<file path="config.mk">
export PLATFORM = sky130hd
export DESIGN_NAME = bwtg_div
export DESIGN_NICKNAME = d
export VERILOG_FILES = /design/src/sv/bwtg_pkg.sv /design/src/sv/bwtg_div.sv
export SDC_FILE = /design/constraint.sdc
export NUM_CORES = 1
export LEC_CHECK = 0
export ABC_AREA = 1
export BUFFER_PORTS_ARGS = -buffer_cell sky130_fd_sc_hd__clkbuf_2
export CAP_MARGIN = 20
export CORE_MARGIN = 2
export CORE_UTILIZATION = 32
export DETAILED_ROUTE_END_ITERATION = 8
export PLACE_DENSITY = 0.52
export SYNTH_ARGS = -nofsm -noshare
export SYNTH_HDL_FRONTEND = slang
export SYNTH_SLANG_ARGS = --single-unit
export TNS_END_PERCENT = 20
</file>
<file path="constraint.sdc">
create_clock -name clock -period 6.5 [get_ports clock]
set_clock_uncertainty 0.2 [all_clocks]
set_input_delay 0.325 -clock clock [delete_from_list [all_inputs] [get_ports clock]]
set_output_delay 0.325 -clock clock [all_outputs]
set_load 0.02 [all_outputs]
</file>
<file path="src/sv/bwtg_pkg.sv">
// ----------------------------------------------------------------------------
// bwtg_pkg
// Shared widths, codes and constants of the wavetable sample generator.
// ----------------------------------------------------------------------------
package bwtg_pkg;

   localparam int TSIZE_W    = 13;
   localparam int POS_W      = 12;
   localparam int WAVE_W     = 2;
   localparam int SAMPLE_W   = 16;
   localparam int QUO_W      = 32;
   localparam int DIV_BITS   = 2;
   localparam int DIV_STAGES = QUO_W / DIV_BITS;

   // fold, angle, square, 4 per Horner step, final product, round
   localparam int HORNER_STEPS = 5;
   localparam int SIN_LAT      = 3 + 4 * HORNER_STEPS + 2;

   localparam logic [TSIZE_W-1:0] TSIZE_RESET = 13'd2048;

   localparam logic [WAVE_W-1:0] WAVE_SINE     = 2'd0;
   localparam logic [WAVE_W-1:0] WAVE_SAW      = 2'd1;
   localparam logic [WAVE_W-1:0] WAVE_SQUARE   = 2'd2;
   localparam logic [WAVE_W-1:0] WAVE_TRIANGLE = 2'd3;

   localparam logic [30:0] Q30_ONE     = 31'h4000_0000;
   localparam logic [30:0] HALF_PI_Q30 = 31'd1686629713;

   // Taylor divisors, innermost first
   localparam int HORNER_DIVS [HORNER_STEPS] = '{110, 72, 42, 20, 6};

   typedef logic [TSIZE_W-1:0]         tsize_type;
   typedef logic [POS_W-1:0]           pos_type;
   typedef logic [WAVE_W-1:0]          wave_type;
   typedef logic [QUO_W-1:0]           quo_type;
   typedef logic signed [SAMPLE_W-1:0] sample_type;

endpackage

</file>
<file path="src/sv/bwtg_div.sv">
// ----------------------------------------------------------------------------
// bwtg_div
// Pipelined restoring divider: floor(num * 2^32 / den) for num < den,
// two quotient bits per stage, plus a zero-remainder flag.
// ----------------------------------------------------------------------------
module bwtg_div
   import bwtg_pkg::*;
(
   input  logic      clock,
   input  logic      enable,
   input  pos_type   num,
   input  tsize_type den,
   output quo_type   quo,
   output logic      rem_zero
);

   tsize_type rem_ff [DIV_STAGES];
   quo_type   q_ff   [DIV_STAGES];

   for (genvar j = 0; j < DIV_STAGES; j++) begin : g_stage
      tsize_type             r_src;
      quo_type               q_src;
      tsize_type             r_out;
      logic [DIV_BITS-1:0]   bits;

      if (j == 0) begin : g_first
         assign r_src = TSIZE_W'(num);
         assign q_src = '0;
      end else begin : g_next
         assign r_src = rem_ff[j-1];
         assign q_src = q_ff[j-1];
      end

      always_comb begin
         logic [TSIZE_W:0] r2;
         tsize_type        r;
         r    = r_src;
         bits = '0;
         for (int b = 0; b < DIV_BITS; b++) begin
            r2 = {r, 1'b0};
            if (r2 >= {1'b0, den}) begin
               r2 = r2 - {1'b0, den};
               bits[DIV_BITS-1-b] = 1'b1;
            end
            r = r2[TSIZE_W-1:0];
         end
         r_out = r;
      end

      always_ff @(posedge clock) begin
         if (enable) begin
            rem_ff[j] <= r_out;
            q_ff[j]   <= {q_src[QUO_W-DIV_BITS-1:0], bits};
         end
      end
   end

   assign quo      = q_ff[DIV_STAGES-1];
   assign rem_zero = (rem_ff[DIV_STAGES-1] == '0);

endmodule

</file>
==> results_dict.tcl, run 1 <==
set metrics [dict create \
    clock_latency_ns 0.65 \
    drtIter0Drc 2755 \
    yosys-top-cells-count "nand2_1, inv_1, nand3_1, edfxtp_1, nor2_1" \
    syn_avg_cell_area_um2 7.245 \
    fin_area_um2 46410 \
    synthArstFlopShare_pct 0 \
    ant_nets 0 \
    initial_core_util_pct 32.12 \
    crit_arrival_ns 5.68 \
    antenna_found_initial 2 \
    syn-num-nets 6161 \
    outcome "completed" \
    via_per_inst 4.890 \
    netlist_instances 5718 \
    synth_edf_count 480 \
    routed_wl_um 123500 \
    placed_area_um2 44220 \
    tritoncts "yes" \
    post-route-period-util_pct 82.54 \
    final_nets 6280 \
    synth_ff_type "edfxtp_1" \
    core-area_um2 129000 \
    n_antenna_cell 0 \
    fin_cells 7624 \
    tightest_slew_ns 0.9909 \
    postCtsSetupRepairBufs 0 \
    drv_cap 0 \
    grt_max_degree 148 \
    synthTopCellsByArea "edfxtp_1, nand2_1, ha_1" \
    area_growth_pct 12.03 \
    dieWidth_um 363.8 \
    cts_made_buffers 66 \
    layout-drive-gt1-share_pct 5.559 \
    endpoint_kind "register" \
    drt_drc_violations_left 0 \
    relSlewSlack_pct 33.94 \
    ios 60 \
    placementRows 132 \
    grt_pass1_vias 35618 \
    worst_hold_path_type "primary input to register" \
    grt.overflow.total 0 \
    fillCellCount 13660 \
    synth_seq_area_share_pct 34.79 \
    synth_area_um2 41430 \
    cts_num_sinks 480 \
    yosysTopAreaCellShare_pct 34.79 \
    yosys_warnings 0 \
    netlist-cell-type-count 42 \
    grt.total_usage_pct 18.59 \
    via_count 37278 \
    final.setup.tns_ns 0 \
    cts-root-buf "clkbuf_16" \
    die_area_um2 132400 \
    slew_violations 0 \
    firstDrtPassIters 8 \
    synth-seq-cells 480 \
    startpoint_type "register" \
    grt_first_pass_wirelength_um 195100 \
    port_buffers 59 \
    finalSetupViolations 0 \
    fmax_ghz 0.1864 \
    critical_path_class "register to register" \
    die_y_um 363.8 \
    synth_most_common_cell "nand2_1" \
    cts.clk_slew.worst_paths_ns 0.05 \
    clockBufferDepth 3 \
    rsz0062_at_grt "false" \
    post-place-cells 7509 \
    min_period_ns 5.365 \
    wire_per_inst_um 16.19 \
    hold_viol 0 \
    required_ns 6.81 \
    dpl.hpwl_um 92920 \
    h-tree-depth 3 \
    critPathMaxFanout 14 \
    yosys.area.top_type "edfxtp_1" \
    place_congestion 0.9189 \
]
critical path, cell delays in order (launching register included):
cell and delay (ns):
edfxtp_1 0.60, ha_1 0.67, nand2_1 0.14, nor2_1 0.15
nand2_1 0.06, nand3_1 0.14, nand2_1 0.09, nand3_1 0.38
buf_4 0.27, nor2_1 0.05, a21oi_1 0.22, ha_1 0.34
a21oi_1 0.28, nor2_1 0.07, nor2_1 0.23, nand3_2 0.14
a21oi_2 0.19, nand2_1 0.07, nor2_1 0.64, nand2_1 0.14
nand2_1 0.12
registers in the layout, summed over array words and instances, names as in the netlist:
| name | count |
|---|---|
| rem_ff | 208 |
| q_ff | 272 |
layout by cell type (no fill, tap or decap), types with 3 or more instances in the layout:
cell	count
clkinv_1	9
a21boi_0	7
bufinv_16	8
nor3_1	25
nand3_2	7
clkinvlp_4	6
o21a_1	4
nand2_2	7
nand3b_1	12
buf_12	12
fa_1	16
o21ai_0	95
inv_2	13
a21oi_1	270
nor2_4	3
inv_6	5
nand2_1	2050
or2_2	39
and2_1	22
xor2_1	122
and3_1	8
xnor2_1	119
nand3_1	562
nor2_1	422
clkbuf_1	7
nand4_2	3
nand4_1	164
clkbuf_2	57
o21ai_1	5
a21oi_2	9
edfxtp_1	480
nor2_2	7
o21bai_1	21
inv_1	690
buf_4	66
clkbuf_16	68
ha_1	400
a31oi_1	14
clkinv_2	7
a21o_1	25
metal layers:
metal | track usage (%) | wire [um] | share of wire, %
met5 | 0 | 0 | 0
met3 | 3.069 | 6331 | 5.1
met4 | 5.142 | 3114 | 2.5
met1 | 25.41 | 58820 | 48
met2 | 30.18 | 55190 | 45
timing repair:
item	4_1_cts	5_1_grt
hold endpoints to repair	45	0
endpoints found under the setup margin	0	0
resized for setup	0	0
hold buffers	2	0
cells by family after synthesis:
family          Yosys count  synth area share [%]
compound gates          454                 5.986
simple gates           3335                 33.84
xor+xnor                241                 5.095
buf+inv                 792                 7.435
flops                   480                 34.79
fa+ha+maj               416                 12.85
area by class of cell:
type / count / area, um2 / share of cell area [%]
Tap cell: 1742 / 2180 / 4.696
Timing Repair Buffer: 138 / 1056 / 2.275
Inverter: 705 / 2649 / 5.707
Sequential cell: 480 / 14410 / 31.05
Multi-Input combinational cell: 4446 / 23940 / 51.58
Clock buffer: 75 / 1728 / 3.723
Clock inverter: 38 / 447.9 / 0.9651
stage by stage:
step | hold WS, ns | worst slack [ns] | utilization [%]
floorplan | 0.2003 | 2.035 | -
global placement | 0.2007 | 0.9720 | 34.28
detailed placement | 0.2045 | 0.9955 | 34.28
CTS | 0.009982 | 1.292 | 35.98
global route | 0.06496 | 0.7671 | 35.98
finish | 0.05569 | 1.135 | 35.98
worst paths after layout:
| check | slack (ns) | endpoint | depth (start not counted) | from |
|---|---|---|---|---|
| max | 1.13 | rem_ff[1][82]$_DFFE_PP_ | 20 | rem_ff[1][66]$_DFFE_PP_ |
| min | 0.06 | rem_ff[0][7]$_DFFE_PP_ | 5 | num[5] |
| max reg2reg | 1.13 | rem_ff[1][82]$_DFFE_PP_ | 20 | rem_ff[1][66]$_DFFE_PP_ |
| min reg2reg | 0.21 | q_ff[1][197]$_DFFE_PP_ | 0 | q_ff[1][163]$_DFFE_PP_ |
Power of run 1 is left out: the tool's default activity adds up to more than one toggle a clock period on the data nets, which glitch-free logic cannot reach.
==> run 2, diff against run 1 <==
clock period = 5.5 ns   (was 6.5 ns; I/O delays follow)
==> run 2 against run 1 <==
Critical path depth is 3 higher. Final cell count rose by 0.33%. Via count fell by 1.3%. Core utilization increased by 0.092 points. Setup slack got worse by 0.57 ns. Largest cell class unchanged.
==> results_dict.tcl, run 2 (synthesis gave the netlist of run 1 again) <==
set metrics [dict create \
    endpoint_kind "register" \
    ant_nets 0 \
    drtIter0Drc 2345 \
    regArea_um2 14410 \
    cts.clk_slew.worst_paths_ns 0.06 \
    drv_cap 0 \
    startpoint_type "primary input" \
    fillCellCount 13775 \
    relSlewSlack_pct 30.61 \
    place_congestion 0.9104 \
    firstDrtPassIters 6 \
    n_antenna_cell 0 \
    final.setup.tns_ns 0 \
    cts_made_buffers 61 \
    grt_first_pass_wirelength_um 194100 \
    hold_viol 0 \
    routed_wl_um 121300 \
    largest_reg_flops 272 \
    dpl.hpwl_um 92250 \
    grt.overflow.total 0 \
    post-route-period-util_pct 89.70 \
    cts_resized 0 \
    rsz0062_at_grt "false" \
    h-tree-depth 2 \
    die_area_um2 132400 \
    required_ns 5.84 \
    mostFrequentLayoutCells "nand2_1, inv_1, nand3_1" \
    outcome "completed" \
    area_growth_pct 12.32 \
    ios 60 \
    clockBufferDepth 3 \
    tightest_slew_ns 1.041 \
    port_buffers 59 \
    multiInputGateArea_um2 23940 \
    final_common_cell "nand2_1" \
    die_y_um 363.8 \
    finalSetupViolations 0 \
    r2r_setup_slack_ns 0.59 \
    fmax_ghz 0.2027 \
    worst_hold_path_type "register to register" \
    core-area_um2 129000 \
    wire_per_inst_um 15.86 \
    initial_core_util_pct 32.12 \
    grt_max_degree 142 \
    placementRows 132 \
    postCtsSetupRepairBufs 0 \
    cts_num_sinks 480 \
    grt_pass1_vias 35854 \
    critPathMaxFanout 20 \
    final_nets 6299 \
    top_regs "q_ff: 272 flops, rem_ff: 208 flops" \
    antenna_found_initial 1 \
    crit_arrival_ns 5.27 \
    grt.total_usage_pct 18.28 \
    min_period_ns 4.933 \
    tritoncts "yes" \
    layout-drive-gt1-share_pct 5.773 \
    slew_violations 0 \
    critical_path_class "primary input to register" \
    cts-root-buf "clkbuf_16" \
    clock_latency_ns 0.70 \
    drt_drc_violations_left 0 \
    via_per_inst 4.812 \
    dieWidth_um 363.8 \
    top_register "q_ff" \
    via_count 36806 \
]
==> run 2: routing by layer <==
metal / GRT usage [%] / wire length (um) / up-vias / part of all wire, %
li1: - / - / 19177 / -
met5: 0 / 0 / - / 0
met2: 30.89 / 56070 / 644 / 46
met1: 24.75 / 57880 / 16840 / 48
met3: 2.054 / 4621 / 145 / 3.8
met4: 4.719 / 2742 / 0 / 2.3
==> run 2: repair_timing <==
item,4_1_cts,5_1_grt
hold endpoints to repair,81,0
hold buffers,13,0
endpoints found under the setup margin,0,0
==> run 2: metrics by stage <==
stage          area, um2  util [%]  setup slack (ns)  hold slack [ns]  std cells
3_5_place_dp       44340     34.38            0.3554           0.2045       7522
4_1_cts            46530     36.08            0.6176           0.1468       7649
5_1_grt            46530     36.08            0.1359           0.1960       7649
3_3_place_gp       44340     34.38            0.3929           0.2007       7522
2_1_floorplan      41430         -             1.085           0.1875       5718
6_report           46530     36.08            0.5666           0.1920       7649
==> run 2: cell type report <==
class	count	share of cell area, %
clock buffer	67	3.329
inverter	705	5.692
multi-input combinational	4446	51.45
clock inverter	47	1.102
timing repair buffer	162	2.769
sequential	480	30.98
tap	1742	4.684
==> run 2: critical path, stage by stage <==
cell	delay, ns
dlygate4sd3_1	0.53
buf_4	0.24
inv_4	0.42
ha_1	0.22
inv_1	0.04
nor2_1	0.09
nand4_1	0.39
nand3_1	0.41
buf_4	0.25
nand3_1	0.11
nand2_1	0.15
ha_1	0.31
nand2_1	0.09
nand2_1	0.06
inv_1	0.08
nor2_1	0.05
nor2_1	0.13
nand3_1	0.13
nand2_1	0.07
nand2_1	0.05
a21oi_1	0.79
nand3_1	0.17
nand2_1	0.13
==> run 2: path summary, 6_finish.rpt <==
path                           startpoint                 endpoint  cells past startpoint
setup / recovery                   den[0]  rem_ff[0][77]$_DFFE_PP_                     23
hold / removal     q_ff[1][110]$_DFFE_PP_   q_ff[1][144]$_DFFE_PP_                      0
hold reg to reg    q_ff[1][110]$_DFFE_PP_   q_ff[1][144]$_DFFE_PP_                      0
setup reg to reg  rem_ff[0][54]$_DFFE_PP_  rem_ff[0][77]$_DFFE_PP_                     22
Power of run 2 is left out for the same reason.
